[src/rtl/tam_pkg.sv]
// Shared types, sizes and constants for the three-axis trimmed-mean block.
// Used by tam_div, tam_scale and three_axis_trimmed_mean.
package tam_pkg;

    localparam int WINDOW   = 1024;                  // samples per window
    localparam int SMP_W    = 16;                    // raw sample width
    localparam int CNT_W    = $clog2(WINDOW + 1);    // sample count
    localparam int SUM_W    = SMP_W + 1 + $clog2(WINDOW);
    localparam int TRIM_W   = SUM_W + 1;             // sum less both extremes
    localparam int OUT_W    = 19;                    // milli-g result width
    localparam int CFG_W    = 5;
    localparam int MG_NUM   = 10000;
    localparam int MG_SHIFT = 15;                    // divide by 32768
    localparam int GAIN_W   = CFG_W + $clog2(MG_NUM);
    localparam int PROD_W   = OUT_W + GAIN_W + 1;
    localparam int DIV_CNT_W = $clog2(TRIM_W);
    localparam int FS_RESET = 2;
    localparam int MIN_SAMPLES = 3;

    localparam int IN_TDATA_W  = 3 * SMP_W;
    localparam int OUT_TDATA_W = ((6 * OUT_W + 7) / 8) * 8;

    localparam logic signed [PROD_W-1:0] SAT_HI = PROD_W'((2 ** (OUT_W - 1)) - 1);
    localparam logic signed [PROD_W-1:0] SAT_LO = -PROD_W'(2 ** (OUT_W - 1));
    localparam logic [PROD_W-1:0] MG_ROUND = PROD_W'((2 ** MG_SHIFT) - 1);

    typedef struct packed {
        logic                     start;
        logic signed [TRIM_W-1:0] dividend;
        logic [CNT_W-1:0]         divisor;
    } t_div_req;

    typedef struct packed {
        logic                    done;
        logic signed [OUT_W-1:0] quotient;
    } t_div_rsp;

    function automatic logic [SMP_W:0] mag16(input logic signed [SMP_W-1:0] v);
        logic signed [SMP_W:0] e;
        e = {v[SMP_W-1], v};
        return v[SMP_W-1] ? (SMP_W + 1)'(-e) : (SMP_W + 1)'(e);
    endfunction

endpackage

[src/rtl/tam_div.sv]
// Serial signed divider, one quotient bit per cycle, truncating toward zero.
// Depends on tam_pkg.
module tam_div (
    input  logic              i_clk,
    input  logic              i_rst_n,
    input  tam_pkg::t_div_req i_req,
    output tam_pkg::t_div_rsp o_rsp
);

    logic                             r_busy;
    logic                             r_done;
    logic                             r_neg;
    logic [tam_pkg::DIV_CNT_W-1:0]    r_cnt;
    logic [tam_pkg::CNT_W-1:0]        r_rem;
    logic [tam_pkg::CNT_W-1:0]        r_den;
    logic [tam_pkg::TRIM_W-1:0]       r_quo;

    logic [tam_pkg::TRIM_W-1:0]       w_abs;
    logic [tam_pkg::CNT_W:0]          w_try;
    logic [tam_pkg::CNT_W:0]          w_sub;
    logic                             w_ge;
    logic [tam_pkg::CNT_W-1:0]        n_rem;
    logic [tam_pkg::TRIM_W-1:0]       n_quo;
    logic [tam_pkg::TRIM_W-1:0]       w_qs;

    assign w_abs = i_req.dividend[tam_pkg::TRIM_W-1] ?
                   tam_pkg::TRIM_W'(-i_req.dividend) : tam_pkg::TRIM_W'(i_req.dividend);
    assign w_try = {r_rem, r_quo[tam_pkg::TRIM_W-1]};
    assign w_ge  = w_try >= {1'b0, r_den};
    assign w_sub = w_try - {1'b0, r_den};
    assign n_rem = w_ge ? w_sub[tam_pkg::CNT_W-1:0] : w_try[tam_pkg::CNT_W-1:0];
    assign n_quo = {r_quo[tam_pkg::TRIM_W-2:0], w_ge};
    assign w_qs  = r_neg ? (~r_quo + tam_pkg::TRIM_W'(1)) : r_quo;

    assign o_rsp.done     = r_done;
    assign o_rsp.quotient = w_qs[tam_pkg::OUT_W-1:0];

    always_ff @(posedge i_clk) begin
        if (!i_rst_n) begin
            r_busy <= 1'b0;
            r_done <= 1'b0;
        end else begin
            r_done <= !i_req.start && r_busy &&
                      (r_cnt == tam_pkg::DIV_CNT_W'(tam_pkg::TRIM_W - 1));
            if (i_req.start) begin
                r_busy <= 1'b1;
                r_cnt  <= '0;
                r_rem  <= '0;
                r_quo  <= w_abs;
                r_neg  <= i_req.dividend[tam_pkg::TRIM_W-1];
                r_den  <= i_req.divisor;
            end else if (r_busy) begin
                r_rem <= n_rem;
                r_quo <= n_quo;
                r_cnt <= r_cnt + tam_pkg::DIV_CNT_W'(1);
                if (r_cnt == tam_pkg::DIV_CNT_W'(tam_pkg::TRIM_W - 1)) begin
                    r_busy <= 1'b0;
                end
            end
        end
    end

endmodule

[src/rtl/tam_scale.sv]
// Two-stage milli-g scaler: value * gain / 32768 toward zero, saturated to 19 bits.
// Depends on tam_pkg.
module tam_scale (
    input  logic                             i_clk,
    input  logic                             i_rst_n,
    input  logic                             i_start,
    input  logic signed [tam_pkg::OUT_W-1:0] i_value,
    input  logic [tam_pkg::GAIN_W-1:0]       i_gain,
    output logic                             o_done,
    output logic signed [tam_pkg::OUT_W-1:0] o_result
);

    logic                              r_v1;
    logic                              r_v2;
    logic signed [tam_pkg::PROD_W-1:0] r_prod;
    logic signed [tam_pkg::OUT_W-1:0]  r_result;

    logic signed [tam_pkg::GAIN_W:0]   w_gain_s;
    logic signed [tam_pkg::PROD_W-1:0] w_bias;
    logic signed [tam_pkg::PROD_W-1:0] w_shift;
    logic signed [tam_pkg::PROD_W-1:0] w_sat;

    assign w_gain_s = {1'b0, i_gain};
    assign w_bias   = r_prod + (r_prod[tam_pkg::PROD_W-1] ? tam_pkg::MG_ROUND : '0);
    assign w_shift  = w_bias >>> tam_pkg::MG_SHIFT;
    assign w_sat    = (w_shift > tam_pkg::SAT_HI) ? tam_pkg::SAT_HI :
                      (w_shift < tam_pkg::SAT_LO) ? tam_pkg::SAT_LO : w_shift;

    assign o_done   = r_v2;
    assign o_result = r_result;

    always_ff @(posedge i_clk) begin
        if (!i_rst_n) begin
            r_v1 <= 1'b0;
            r_v2 <= 1'b0;
        end else begin
            r_v1 <= i_start;
            r_v2 <= r_v1;
            if (i_start) begin
                r_prod <= tam_pkg::PROD_W'(i_value) * tam_pkg::PROD_W'(w_gain_s);
            end
            if (r_v1) begin
                r_result <= w_sat[tam_pkg::OUT_W-1:0];
            end
        end
    end

endmodule

[src/rtl/three_axis_trimmed_mean.sv]
// Three-axis trimmed-mean accelerometer monitor: window accumulation, sequencer, output stage.
// Depends on tam_pkg, tam_div and tam_scale.
//
// A sample item (tuser 0) is accepted, then handled one axis at a time through the
// shared magnitude-compare and accumulate path. A report item (tuser 1) with fewer than three
// samples in the window goes straight to the output stage. Otherwise it is accepted, then per
// axis one signed division of 28 quotient bits runs at one bit per cycle, then six
// passes go through the shared scaling multiplier (three means, three peaks),
// then the output register is loaded. The input is not ready while an item is being
// worked on. A result sits in the output register until taken; samples
// are accepted meanwhile, and a following report waits for that register before it finishes.
// The window restarts after every report and when a sample arrives on a full window.
module three_axis_trimmed_mean (
    input  logic                               i_clk,
    input  logic                               i_rst_n,
    input  logic                               i_cfg_valid,
    output logic                               o_cfg_ready,
    input  logic [tam_pkg::CFG_W-1:0]          i_cfg_data,     // full_scale_g
    input  logic                               i_s_axis_tvalid,
    output logic                               o_s_axis_tready,
    input  logic [tam_pkg::IN_TDATA_W-1:0]     i_s_axis_tdata, // accel_x, accel_y, accel_z
    input  logic                               i_s_axis_tuser, // mode
    output logic                               o_m_axis_tvalid,
    input  logic                               i_m_axis_tready,
    // mean_x, mean_y, mean_z, peak_x, peak_y, peak_z, zero fill
    output logic [tam_pkg::OUT_TDATA_W-1:0]    o_m_axis_tdata,
    output logic                               o_m_axis_tuser  // too_few_samples
);

    typedef enum logic [2:0] {
        ST_IDLE,
        ST_SAMPLE,
        ST_DIV_START,
        ST_DIV_WAIT,
        ST_MUL_START,
        ST_MUL_WAIT,
        ST_EMIT
    } t_state;

    t_state                                r_state;
    logic [1:0]                            r_axis;
    logic [2:0]                            r_op;
    logic                                  r_first;
    logic [tam_pkg::GAIN_W-1:0]            r_gain;
    logic [tam_pkg::CNT_W-1:0]             r_count;
    logic signed [tam_pkg::SUM_W-1:0]      r_sum [3];
    logic signed [tam_pkg::SMP_W-1:0]      r_max [3];
    logic signed [tam_pkg::SMP_W-1:0]      r_min [3];
    logic signed [tam_pkg::SMP_W-1:0]      r_smp [3];
    logic signed [tam_pkg::OUT_W-1:0]      r_q   [3];
    logic signed [tam_pkg::OUT_W-1:0]      r_res [6];
    logic                                  r_tf;
    logic signed [tam_pkg::OUT_W-1:0]      r_out [6];
    logic                                  r_out_tf;
    logic                                  r_m_valid;

    logic                                  w_s_acc;
    logic                                  w_m_acc;
    logic signed [tam_pkg::SMP_W-1:0]      w_s;
    logic signed [tam_pkg::SMP_W-1:0]      w_cmax;
    logic signed [tam_pkg::SMP_W-1:0]      w_cmin;
    logic [tam_pkg::SMP_W:0]               w_mag_s;
    logic [tam_pkg::SMP_W:0]               w_mag_max;
    logic [tam_pkg::SMP_W:0]               w_mag_min;
    logic signed [tam_pkg::SUM_W-1:0]      w_sum_base;
    logic signed [tam_pkg::SUM_W-1:0]      n_sum;
    logic [1:0]                            w_pk;
    logic signed [tam_pkg::OUT_W-1:0]      w_mul_val;
    tam_pkg::t_div_req                     w_div_req;
    tam_pkg::t_div_rsp                     w_div_rsp;
    logic                                  w_mul_done;
    logic signed [tam_pkg::OUT_W-1:0]      w_mul_res;

    assign o_cfg_ready     = i_rst_n;
    assign o_s_axis_tready = (r_state == ST_IDLE) && i_rst_n;
    assign o_m_axis_tvalid = r_m_valid;
    assign o_m_axis_tuser  = r_out_tf;
    assign o_m_axis_tdata  = {(tam_pkg::OUT_TDATA_W - 6 * tam_pkg::OUT_W)'(0),
                              r_out[5], r_out[4], r_out[3], r_out[2], r_out[1], r_out[0]};

    assign w_s_acc = i_s_axis_tvalid && o_s_axis_tready;
    assign w_m_acc = r_m_valid && i_m_axis_tready;

    // shared per-axis update path
    assign w_s        = r_smp[r_axis];
    assign w_cmax     = r_max[r_axis];
    assign w_cmin     = r_min[r_axis];
    assign w_mag_s    = tam_pkg::mag16(w_s);
    assign w_mag_max  = tam_pkg::mag16(w_cmax);
    assign w_mag_min  = tam_pkg::mag16(w_cmin);
    assign w_sum_base = r_first ? '0 : r_sum[r_axis];
    assign n_sum      = w_sum_base +
                        {{(tam_pkg::SUM_W - tam_pkg::SMP_W){w_s[tam_pkg::SMP_W-1]}}, w_s};

    assign w_div_req.start    = (r_state == ST_DIV_START);
    assign w_div_req.dividend =
        {r_sum[r_axis][tam_pkg::SUM_W-1], r_sum[r_axis]}
        - {{(tam_pkg::TRIM_W - tam_pkg::SMP_W){w_cmax[tam_pkg::SMP_W-1]}}, w_cmax}
        - {{(tam_pkg::TRIM_W - tam_pkg::SMP_W){w_cmin[tam_pkg::SMP_W-1]}}, w_cmin};
    assign w_div_req.divisor  = r_count - tam_pkg::CNT_W'(2);

    assign w_pk      = 2'(r_op - 3'd3);
    assign w_mul_val = (r_op < 3'd3) ? r_q[r_op[1:0]] :
                       {{(tam_pkg::OUT_W - tam_pkg::SMP_W){r_max[w_pk][tam_pkg::SMP_W-1]}},
                        r_max[w_pk]};

    tam_div u_div (
        .i_clk   (i_clk),
        .i_rst_n (i_rst_n),
        .i_req   (w_div_req),
        .o_rsp   (w_div_rsp)
    );

    tam_scale u_scale (
        .i_clk    (i_clk),
        .i_rst_n  (i_rst_n),
        .i_start  (r_state == ST_MUL_START),
        .i_value  (w_mul_val),
        .i_gain   (r_gain),
        .o_done   (w_mul_done),
        .o_result (w_mul_res)
    );

    always_ff @(posedge i_clk) begin
        if (!i_rst_n) begin
            r_state   <= ST_IDLE;
            r_gain    <= tam_pkg::GAIN_W'(tam_pkg::FS_RESET * tam_pkg::MG_NUM);
            r_count   <= '0;
            r_m_valid <= 1'b0;
            r_axis    <= '0;
            r_op      <= '0;
            for (int a = 0; a < 3; a++) begin
                r_sum[a] <= '0;
                r_max[a] <= '0;
                r_min[a] <= '0;
            end
        end else begin
            if (i_cfg_valid && o_cfg_ready) begin
                r_gain <= tam_pkg::GAIN_W'(i_cfg_data) * tam_pkg::GAIN_W'(tam_pkg::MG_NUM);
            end
            if (w_m_acc && (r_state != ST_EMIT)) begin
                r_m_valid <= 1'b0;
            end

            case (r_state)
                ST_IDLE: begin
                    r_axis <= '0;
                    r_op   <= '0;
                    if (w_s_acc) begin
                        if (!i_s_axis_tuser) begin
                            r_smp[0] <= i_s_axis_tdata[tam_pkg::SMP_W-1:0];
                            r_smp[1] <= i_s_axis_tdata[2*tam_pkg::SMP_W-1:tam_pkg::SMP_W];
                            r_smp[2] <= i_s_axis_tdata[3*tam_pkg::SMP_W-1:2*tam_pkg::SMP_W];
                            r_first  <= (r_count == '0) ||
                                        (r_count == tam_pkg::CNT_W'(tam_pkg::WINDOW));
                            r_state  <= ST_SAMPLE;
                        end else if (r_count < tam_pkg::CNT_W'(tam_pkg::MIN_SAMPLES)) begin
                            for (int k = 0; k < 6; k++) begin
                                r_res[k] <= '0;
                            end
                            r_tf    <= 1'b1;
                            r_state <= ST_EMIT;
                        end else begin
                            r_tf    <= 1'b0;
                            r_state <= ST_DIV_START;
                        end
                    end
                end
                ST_SAMPLE: begin
                    r_sum[r_axis] <= n_sum;
                    if (r_first) begin
                        r_max[r_axis] <= w_s;
                        r_min[r_axis] <= w_s;
                    end else if (w_mag_s > w_mag_max) begin
                        r_max[r_axis] <= w_s;
                    end else if (w_mag_s < w_mag_min) begin
                        r_min[r_axis] <= w_s;
                    end
                    if (r_axis == 2'd2) begin
                        r_count <= r_first ? tam_pkg::CNT_W'(1) : r_count + tam_pkg::CNT_W'(1);
                        r_state <= ST_IDLE;
                    end else begin
                        r_axis <= r_axis + 2'd1;
                    end
                end
                ST_DIV_START: begin
                    r_state <= ST_DIV_WAIT;
                end
                ST_DIV_WAIT: begin
                    if (w_div_rsp.done) begin
                        r_q[r_axis] <= w_div_rsp.quotient;
                        if (r_axis == 2'd2) begin
                            r_state <= ST_MUL_START;
                        end else begin
                            r_axis  <= r_axis + 2'd1;
                            r_state <= ST_DIV_START;
                        end
                    end
                end
                ST_MUL_START: begin
                    r_state <= ST_MUL_WAIT;
                end
                ST_MUL_WAIT: begin
                    if (w_mul_done) begin
                        r_res[r_op] <= w_mul_res;
                        if (r_op == 3'd5) begin
                            r_state <= ST_EMIT;
                        end else begin
                            r_op    <= r_op + 3'd1;
                            r_state <= ST_MUL_START;
                        end
                    end
                end
                ST_EMIT: begin
                    if (!r_m_valid || i_m_axis_tready) begin
                        for (int k = 0; k < 6; k++) begin
                            r_out[k] <= r_res[k];
                        end
                        r_out_tf  <= r_tf;
                        r_m_valid <= 1'b1;
                        r_count   <= '0;
                        for (int a = 0; a < 3; a++) begin
                            r_sum[a] <= '0;
                            r_max[a] <= '0;
                            r_min[a] <= '0;
                        end
                        r_state <= ST_IDLE;
                    end
                end
                default: begin
                    r_state <= ST_IDLE;
                end
            endcase
        end
    end

    a_count_bound: assert property (@(posedge i_clk) disable iff (!i_rst_n)
        r_count <= tam_pkg::CNT_W'(tam_pkg::WINDOW))
        else $error("sample count beyond window");

    a_sample_seq: assert property (@(posedge i_clk) disable iff (!i_rst_n)
        (w_s_acc && !i_s_axis_tuser) |=> (r_state == ST_SAMPLE && r_axis == 2'd0))
        else $error("sample item did not start axis pass");

    a_report_busy: assert property (@(posedge i_clk) disable iff (!i_rst_n)
        (w_s_acc && i_s_axis_tuser) |=> !o_s_axis_tready)
        else $error("report item left block ready");

    a_div_done_state: assert property (@(posedge i_clk) disable iff (!i_rst_n)
        w_div_rsp.done |-> (r_state == ST_DIV_WAIT))
        else $error("divider finished outside its wait state");

    a_few_zero: assert property (@(posedge i_clk) disable iff (!i_rst_n)
        (o_m_axis_tvalid && o_m_axis_tuser) |-> (o_m_axis_tdata == '0))
        else $error("too-few result carries nonzero data");

endmodule

[config.mk]
export PLATFORM = sky130hd
export DESIGN_NAME = three_axis_trimmed_mean
export DESIGN_NICKNAME = d
export VERILOG_FILES = /design/src/rtl/tam_pkg.sv /design/src/rtl/tam_div.sv /design/src/rtl/tam_scale.sv /design/src/rtl/three_axis_trimmed_mean.sv
export SDC_FILE = /design/constraint.sdc
export NUM_CORES = 2
export LEC_CHECK = 0
export ABC_CLOCK_PERIOD_IN_PS = 10800
export BUFFER_PORTS_ARGS = -buffer_cell sky130_fd_sc_hd__buf_4
export CAP_MARGIN = 20
export CORE_AREA = 3 3 310 312
export DETAILED_ROUTE_END_ITERATION = 6
export DIE_AREA = 0 0 313 315
export GPL_ROUTABILITY_DRIVEN = 1
export PLACE_DENSITY_LB_ADDON = 0.25
export SYNTH_ARGS = -nofsm -noshare
export SYNTH_HDL_FRONTEND = slang
export SYNTH_SLANG_ARGS = --single-unit
[constraint.sdc]
create_clock -name i_clk -period 10.8 [get_ports i_clk]
set_input_delay 3.24 -clock i_clk [delete_from_list [all_inputs] [get_ports i_clk]]
set_output_delay 3.24 -clock i_clk [all_outputs]
set_load 0.1 [all_outputs]
# ---- After elaboration in Yosys (flattened, before gate mapping)
# Memory sizes are Yosys's and may differ from the RTL's. A register that Yosys moved wholly into a read port is not among the register bits.
# Cells that the tools add are included.
dict set report word_totals {
  ff_bits 152
  latch_bits 0
  ramBits 510
  rom_bits 0
  input_bits 59
  output_inout_bits 124
  word_cells 229
  memories 7
}
# name words word_bits read_ports rd_ports_with_merged_regs write_ports line
set mem_list {}
lappend mem_list {r_out 6 19 6 0 6 three_axis_trimmed_mean.sv:53} ;# logic signed [tam_pkg::OUT_W-1:0] r_out [6];
lappend mem_list {r_res 6 19 6 0 6 three_axis_trimmed_mean.sv:51} ;# logic signed [tam_pkg::OUT_W-1:0] r_res [6];
lappend mem_list {r_sum 3 27 1 1 3 three_axis_trimmed_mean.sv:46} ;# logic signed [tam_pkg::SUM_W-1:0] r_sum [3];
lappend mem_list {r_q 3 19 1 1 1 three_axis_trimmed_mean.sv:50} ;# logic signed [tam_pkg::OUT_W-1:0] r_q [3];
lappend mem_list {r_max 3 16 2 1 3 three_axis_trimmed_mean.sv:47} ;# logic signed [tam_pkg::SMP_W-1:0] r_max [3];
lappend mem_list {r_min 3 16 1 1 3 three_axis_trimmed_mean.sv:48} ;# logic signed [tam_pkg::SMP_W-1:0] r_min [3];
lappend mem_list {{1 more memories} - - - - - -}
dict set report classes {
  addsub 16
  n_mul 2
  div 0
  magnitude_cmp 7
  eq_ne 17
  shifts 0
  n_mux 115
  n_bitwise 13
  reduce_logical 32
}
# cell count
set op_table {}
lappend op_table {{2-to-1 mux 16 bit} 10}
lappend op_table {{2-to-1 mux 27 bit} 5}
lappend op_table {{2-to-1 mux 28 bit} 3}
lappend op_table {{2-to-1 mux 19 bit} 4}
lappend op_table {{2-to-1 mux 11 bit} 5}
lappend op_table {{2-to-1 mux 1 bit} 52}
lappend op_table {{2-to-1 mux 17 bit} 3}
lappend op_table {{negation 16 -> 17 bit} 3}
lappend op_table {{adder 39 x 15 -> 39 bit} 1}
lappend op_table {{multiplier 19 x 16 -> 35 bit} 1}
lappend op_table {{2-to-1 mux 3 bit} 11}
lappend op_table {{2-to-1 mux 2 bit} 16}
lappend op_table {{OR reduction 16 bit} 2}
lappend op_table {{negation 28 bit} 1}
lappend op_table {{subtractor 27 x 16 -> 28 bit} 1}
lappend op_table {{subtractor 28 bit} 1}
lappend op_table {{adder 27 bit} 1}
lappend op_table {{OR reduction 27 bit} 1}
lappend op_table {{> comparator 24 x 19 -> 1 bit (second input constant)} 1}
lappend op_table {{less-than comparator 24 x 19 -> 1 bit (second input constant)} 1}
lappend op_table {{case mux 11 bit (2 select lines)} 1}
lappend op_table {{case mux 3 bit (7 select lines)} 1}
lappend op_table {{adder 19 x 1 -> 19 bit (second input constant)} 1}
lappend op_table {{NOT 19 bit} 1}
lappend op_table {{other kinds (40)} 75}

# ---- Logic depth before layout (Yosys ltp)
dict set report logic_depth {
  word_depth 12
  ltp_mapped 32
  depth_no_buf 29
}

# ---- Modules after synthesis
# A second synthesis with hierarchy kept.
dict set report hier_totals {
  cells_unflattened 4189
  hier_area_um2 48721.7
}
# module instances cells_each area_each_um2 seq_area_each_um2
set modules_own_cells {}
lappend modules_own_cells {three_axis_trimmed_mean 1 2223 29823.6 17957.2}
lappend modules_own_cells {tam_scale 1 1580 15080.7 1781.7}
lappend modules_own_cells {tam_div 1 386 3817.4 1721.7}

# ---- Worst setup path after synthesis
# Ideal clock, no wire load.
dict set report synth_timing {
  kind {in2reg}
  start {in i_rst_n}
  end {mem r_out[0][0] in the netlist's numbering, enable pin}
  setup_ns 0.588
  t_arrival_ns 8.314
  t_required_ns 10.212
  slack_ns 1.897
  path_stages 3
  path_buffers 1
  cell_sequence {clkbuf_1 > inv_1 > nor2_1}
}
# element line
set synth_lines {}
lappend synth_lines {{start: declaration} three_axis_trimmed_mean.sv:15} ;# input logic i_rst_n,
lappend synth_lines {{end: declaration} three_axis_trimmed_mean.sv:53}

# ---- Worst setup path in the final report
dict set report layout_timing {
  start {reg r_op[0]}
  end {reg u_scale.r_prod[38] in the netlist's numbering (data pin)}
}
dict set report layout_between {
  elab_chain_cells 4
  word_cells_on_any_way 5
  classes_between {1 x add/sub; 1 x mul; 1 x order compare; 1 x mux; 1 x memory}
}
# element line
set layout_lines {}
lappend layout_lines {{start: declaration} three_axis_trimmed_mean.sv:42} ;# logic [2:0] r_op;
lappend layout_lines {{start signal: assignment} three_axis_trimmed_mean.sv:209} ;# r_op <= r_op + 3'd1;
lappend layout_lines {{subtractor 2 bit} three_axis_trimmed_mean.sv:102} ;# assign w_pk = 2'(r_op - 3'd3);
lappend layout_lines {{memory (3 x 16 bit)} -}
lappend layout_lines {{2-to-1 mux 19 bit *} three_axis_trimmed_mean.sv:103} ;# assign w_mul_val = (r_op < 3'd3) ? r_q[r_op[1:0]] :
lappend layout_lines {{multiplier 19 x 16 -> 35 bit *} tam_scale.sv:40} ;# r_prod <= tam_pkg::PROD_W'(i_value) * tam_pkg::PROD_W'(w_gain_s);
lappend layout_lines {{end signal: assignment} tam_scale.sv:40}
lappend layout_lines {{end: declaration} tam_scale.sv:15} ;# logic signed [tam_pkg::PROD_W-1:0] r_prod;
# Every way passes the cells marked *; elsewhere a longest branch is shown, timed or not.
# A chain may end at the register's enable or synchronous reset.

==> impl_results.md <==
* Final core utilization at 0.560
* DR pass1 iterations at 5
* Status: finished, final reports clean
* Placed cell count at 5,441
* HP Start: r_res[1][6]
* WP data required at 11,180 ps
* Setup crit start kind: flop
* # rows at 112
* Sink Count at 725
* GRT overflow at 0
* Final Max Tran Viols at 0
* Initial antenna violation count at 3
* Area Overhead vs Synth at 11.8%
* Worst Hold Depth at 0
* EDFF count, synth at 682
* Most common cell after layout, fill and taps aside: edfxtp_1
* Nets at 4,881
* Setup Skew at 58.2 ps
* Via-to-Cell Ratio at 5.52
* Routed WL at 112 mm
* Asr flop ratio synth at 0
* Setup TNS at 0 ps
* Fin. Hold Viols at 0
* DR iter-0 viols at 2,212
* Routed Antenna Nets at 0
* Post-synthesis cell count at 4,106
* Worst slew margin relative to its limit at 0.299
* Chip height at 315 µm
* Starting Density at 0.501
* Top FF cell, synth: edfxtp_1
* Gr usage total at 0.230
* Most frequent cells in the layout: edfxtp_1 (682), inv_1 (568), nor2_1 (380), nand2_1 (323), fa_1 (318)
* Final setup viols at 0
* Critical path class: flop to flop
* Fmax at 116 MHz
* CTS Buffer Depth at 3
* CP arrival at 8980 ps
* Final worst path period need at 8600 ps
* Post CTS Setup Buffer Count at 0
* Mean post-synth cell area at 11.4 µm²
* Post-synthesis sequential area ratio at 0.457
* Port Buffers at 176
* IO Pins at 183
* Inserted Clock Buffers at 78
* Synth Cell Area at 46,700 µm²
* Drt drc at 0
* Post-synth cell types at 82
* Clk Latency, worst-skew pair at 650 ps
* Die Wd at 313 µm
* Largest net degree at the start of global routing at 92
* Routed len/inst at 20.0 µm
* CTS root buffer: clkbuf_16
* H-tree depth at 3
* Reg2reg start: r_op[0]
* Worst min-delay path class: flop to flop
* Vias in the first global route at 31.6k
* Post-DP HPWL at 81.0 mm
* Slew @ Worst Pin at 1050 ps
* R2r endpoint: u_scale.r_prod[38]
* Worst Hold End: r_out[1][6]
* Synth Register Bits at 725
* Non-filler cells, final at 5,587
* CP endpoint kind: flop
* Hold_buf cts at 0
* Critical Path Start: r_op[0]
* MaxCap Viol Count at 0
* First-pass GRT wire length at 177 mm
* Clock Pin Slew Worst Setup and Hold Paths at 60 ps
* N_diodes at 0
* Layout cells sized above 1 at 0.109
* DR vias at 30.8k
* Die ar. at 98,600 µm²
* Cells on worst reg2reg path at 27
* CTS resizes at 0
* Syn. warnings at 0
* CTS tree: yes
* Final hold slack at 399 ps
* Critical path fanouts, max at 26
* Unrepaired setup endpoints after global routing: no
* Core ar. at 93,300 µm²
* R2r setup slk at 2200 ps
* Fillers at 7,917
* RePlAce Congestion at 0.865
* Final critical-path share of the clock period at 0.796
stage by stage:
stage               worst slack, ps  cell area [µm²]
floorplan                      1900            46800
global placement               2180            49500
detailed placement             2250            49600
CTS                            2220            52200
global route                   1670            52200
finish                         2200            52200
final cells by class:
| cell class | instances | area, µm² | area share |
|---|---|---|---|
| multi-input cells | 2651 | 22700 | 0.434 |
| flip-flops and latches | 725 | 21300 | 0.409 |
| inverters | 570 | 2140 | 0.0410 |
| clock buffers | 96 | 2040 | 0.0390 |
| repair buffers | 243 | 1850 | 0.0353 |
| well taps | 1254 | 1570 | 0.0300 |
| clock inverters | 48 | 611 | 0.0117 |
worst max-delay path: stages, from the launching register on:
cell	delay, ps
dfxtp_1	310
buf_4	360
ha_1	710
mux4_2	410
nand2_1	100
o21ai_1	280
and2_1	300
fa_1	540
inv_1	60
fa_1	490
fa_1	510
inv_1	50
fa_1	460
fa_1	550
inv_1	50
fa_1	520
inv_1	40
ha_1	320
nand4_1	100
nor2_1	190
o311a_1	190
a221o_1	240
a21oi_1	130
o31ai_1	640
a31oi_1	210
o31ai_1	280
a21oi_1	120
xnor2_1	130
how the worst max path moves through the flow:
stage                               to  depth (start not counted)  slack (ps)
floorplan                  r_out[0][0]                          3        1900
global route        u_scale.r_prod[35]                         27        1670
detailed placement  u_scale.r_prod[35]                         27        2250
finish              u_scale.r_prod[38]                         27        2200
CTS                 u_scale.r_prod[35]                         27        2220
global placement    u_scale.r_prod[38]                         27        2180
sequential cells by signal, summed over array words and instances (netlist names), 5 cells and up, named ones only:
| register | flops |
|---|---|
| r_out | 114 |
| r_res | 114 |
| r_sum | 108 |
| r_max | 64 |
| r_min | 64 |
| r_q | 57 |
| r_smp | 48 |
| u_scale.r_prod | 35 |
| u_div.r_quo | 28 |
| u_scale.o_result | 19 |
| r_gain | 15 |
| r_count | 11 |
| u_div.r_den | 11 |
| u_div.r_rem | 11 |
| u_div.r_cnt | 5 |
kinds of logic (layout without fill, tap and decap cells):
kind of cell	after synthesis	count (layout)	share of synthesized area
adders and majority gates	553	553	0.199
other	2	10	0.000161
xor gates and xnor gates	191	191	0.0358
buffers and inverters	738	957	0.0601
and+or+nand+nor	1247	1247	0.129
muxes	129	129	0.0478
DFF	725	725	0.457
AOI/OAI and AO/OA	521	521	0.0717
Yosys cell counts (all sizes together), types with 5 or more instances:
cell type / count / area share
nand4: 23 / 0.0031
fa: 318 / 0.14
nand4b: 6 / 0.0011
a21oi: 146 / 0.016
nand3: 48 / 0.0051
or2: 12 / 0.0016
a221oi: 5 / 0.00094
buf: 27 / 0.0030
dfxtp: 43 / 0.018
clkbuf: 141 / 0.011
a21o: 58 / 0.0093
o21a: 18 / 0.0029
a31oi: 21 / 0.0028
nor3: 39 / 0.0042
or4: 12 / 0.0020
ha: 235 / 0.063
a41oi: 5 / 0.00094
a211o: 13 / 0.0024
nand2b: 28 / 0.0037
o31ai: 22 / 0.0041
a211oi: 14 / 0.0025
nor3b: 8 / 0.0013
nor2b: 35 / 0.0047
xor2: 73 / 0.014
mux2i: 51 / 0.011
inv: 569 / 0.046
and2: 225 / 0.030
a21boi: 17 / 0.0027
o21ai: 130 / 0.014
a2111oi: 8 / 0.0019
nor4: 17 / 0.0024
o21bai: 14 / 0.0022
nand2: 327 / 0.026
o211ai: 12 / 0.0019
and3: 35 / 0.0047
or3: 27 / 0.0036
edfxtp: 682 / 0.44
and4: 9 / 0.0017
o2111ai: 5 / 0.00094
mux4: 75 / 0.036
xnor2: 118 / 0.022
nor2: 384 / 0.031
per-layer routing:
metal / part of all wire / global-route usage / up-vias
met5: 0.00012 / 0 / -
met4: 0.033 / 0.0793 / 2
met1: 0.42 / 0.307 / 15353
met3: 0.056 / 0.0297 / 225
li1: - / - / 14256
met2: 0.49 / 0.391 / 1000
Power is left out: the tool's default activity adds up to more than one toggle a clock period on the data nets, which glitch-free logic cannot reach.
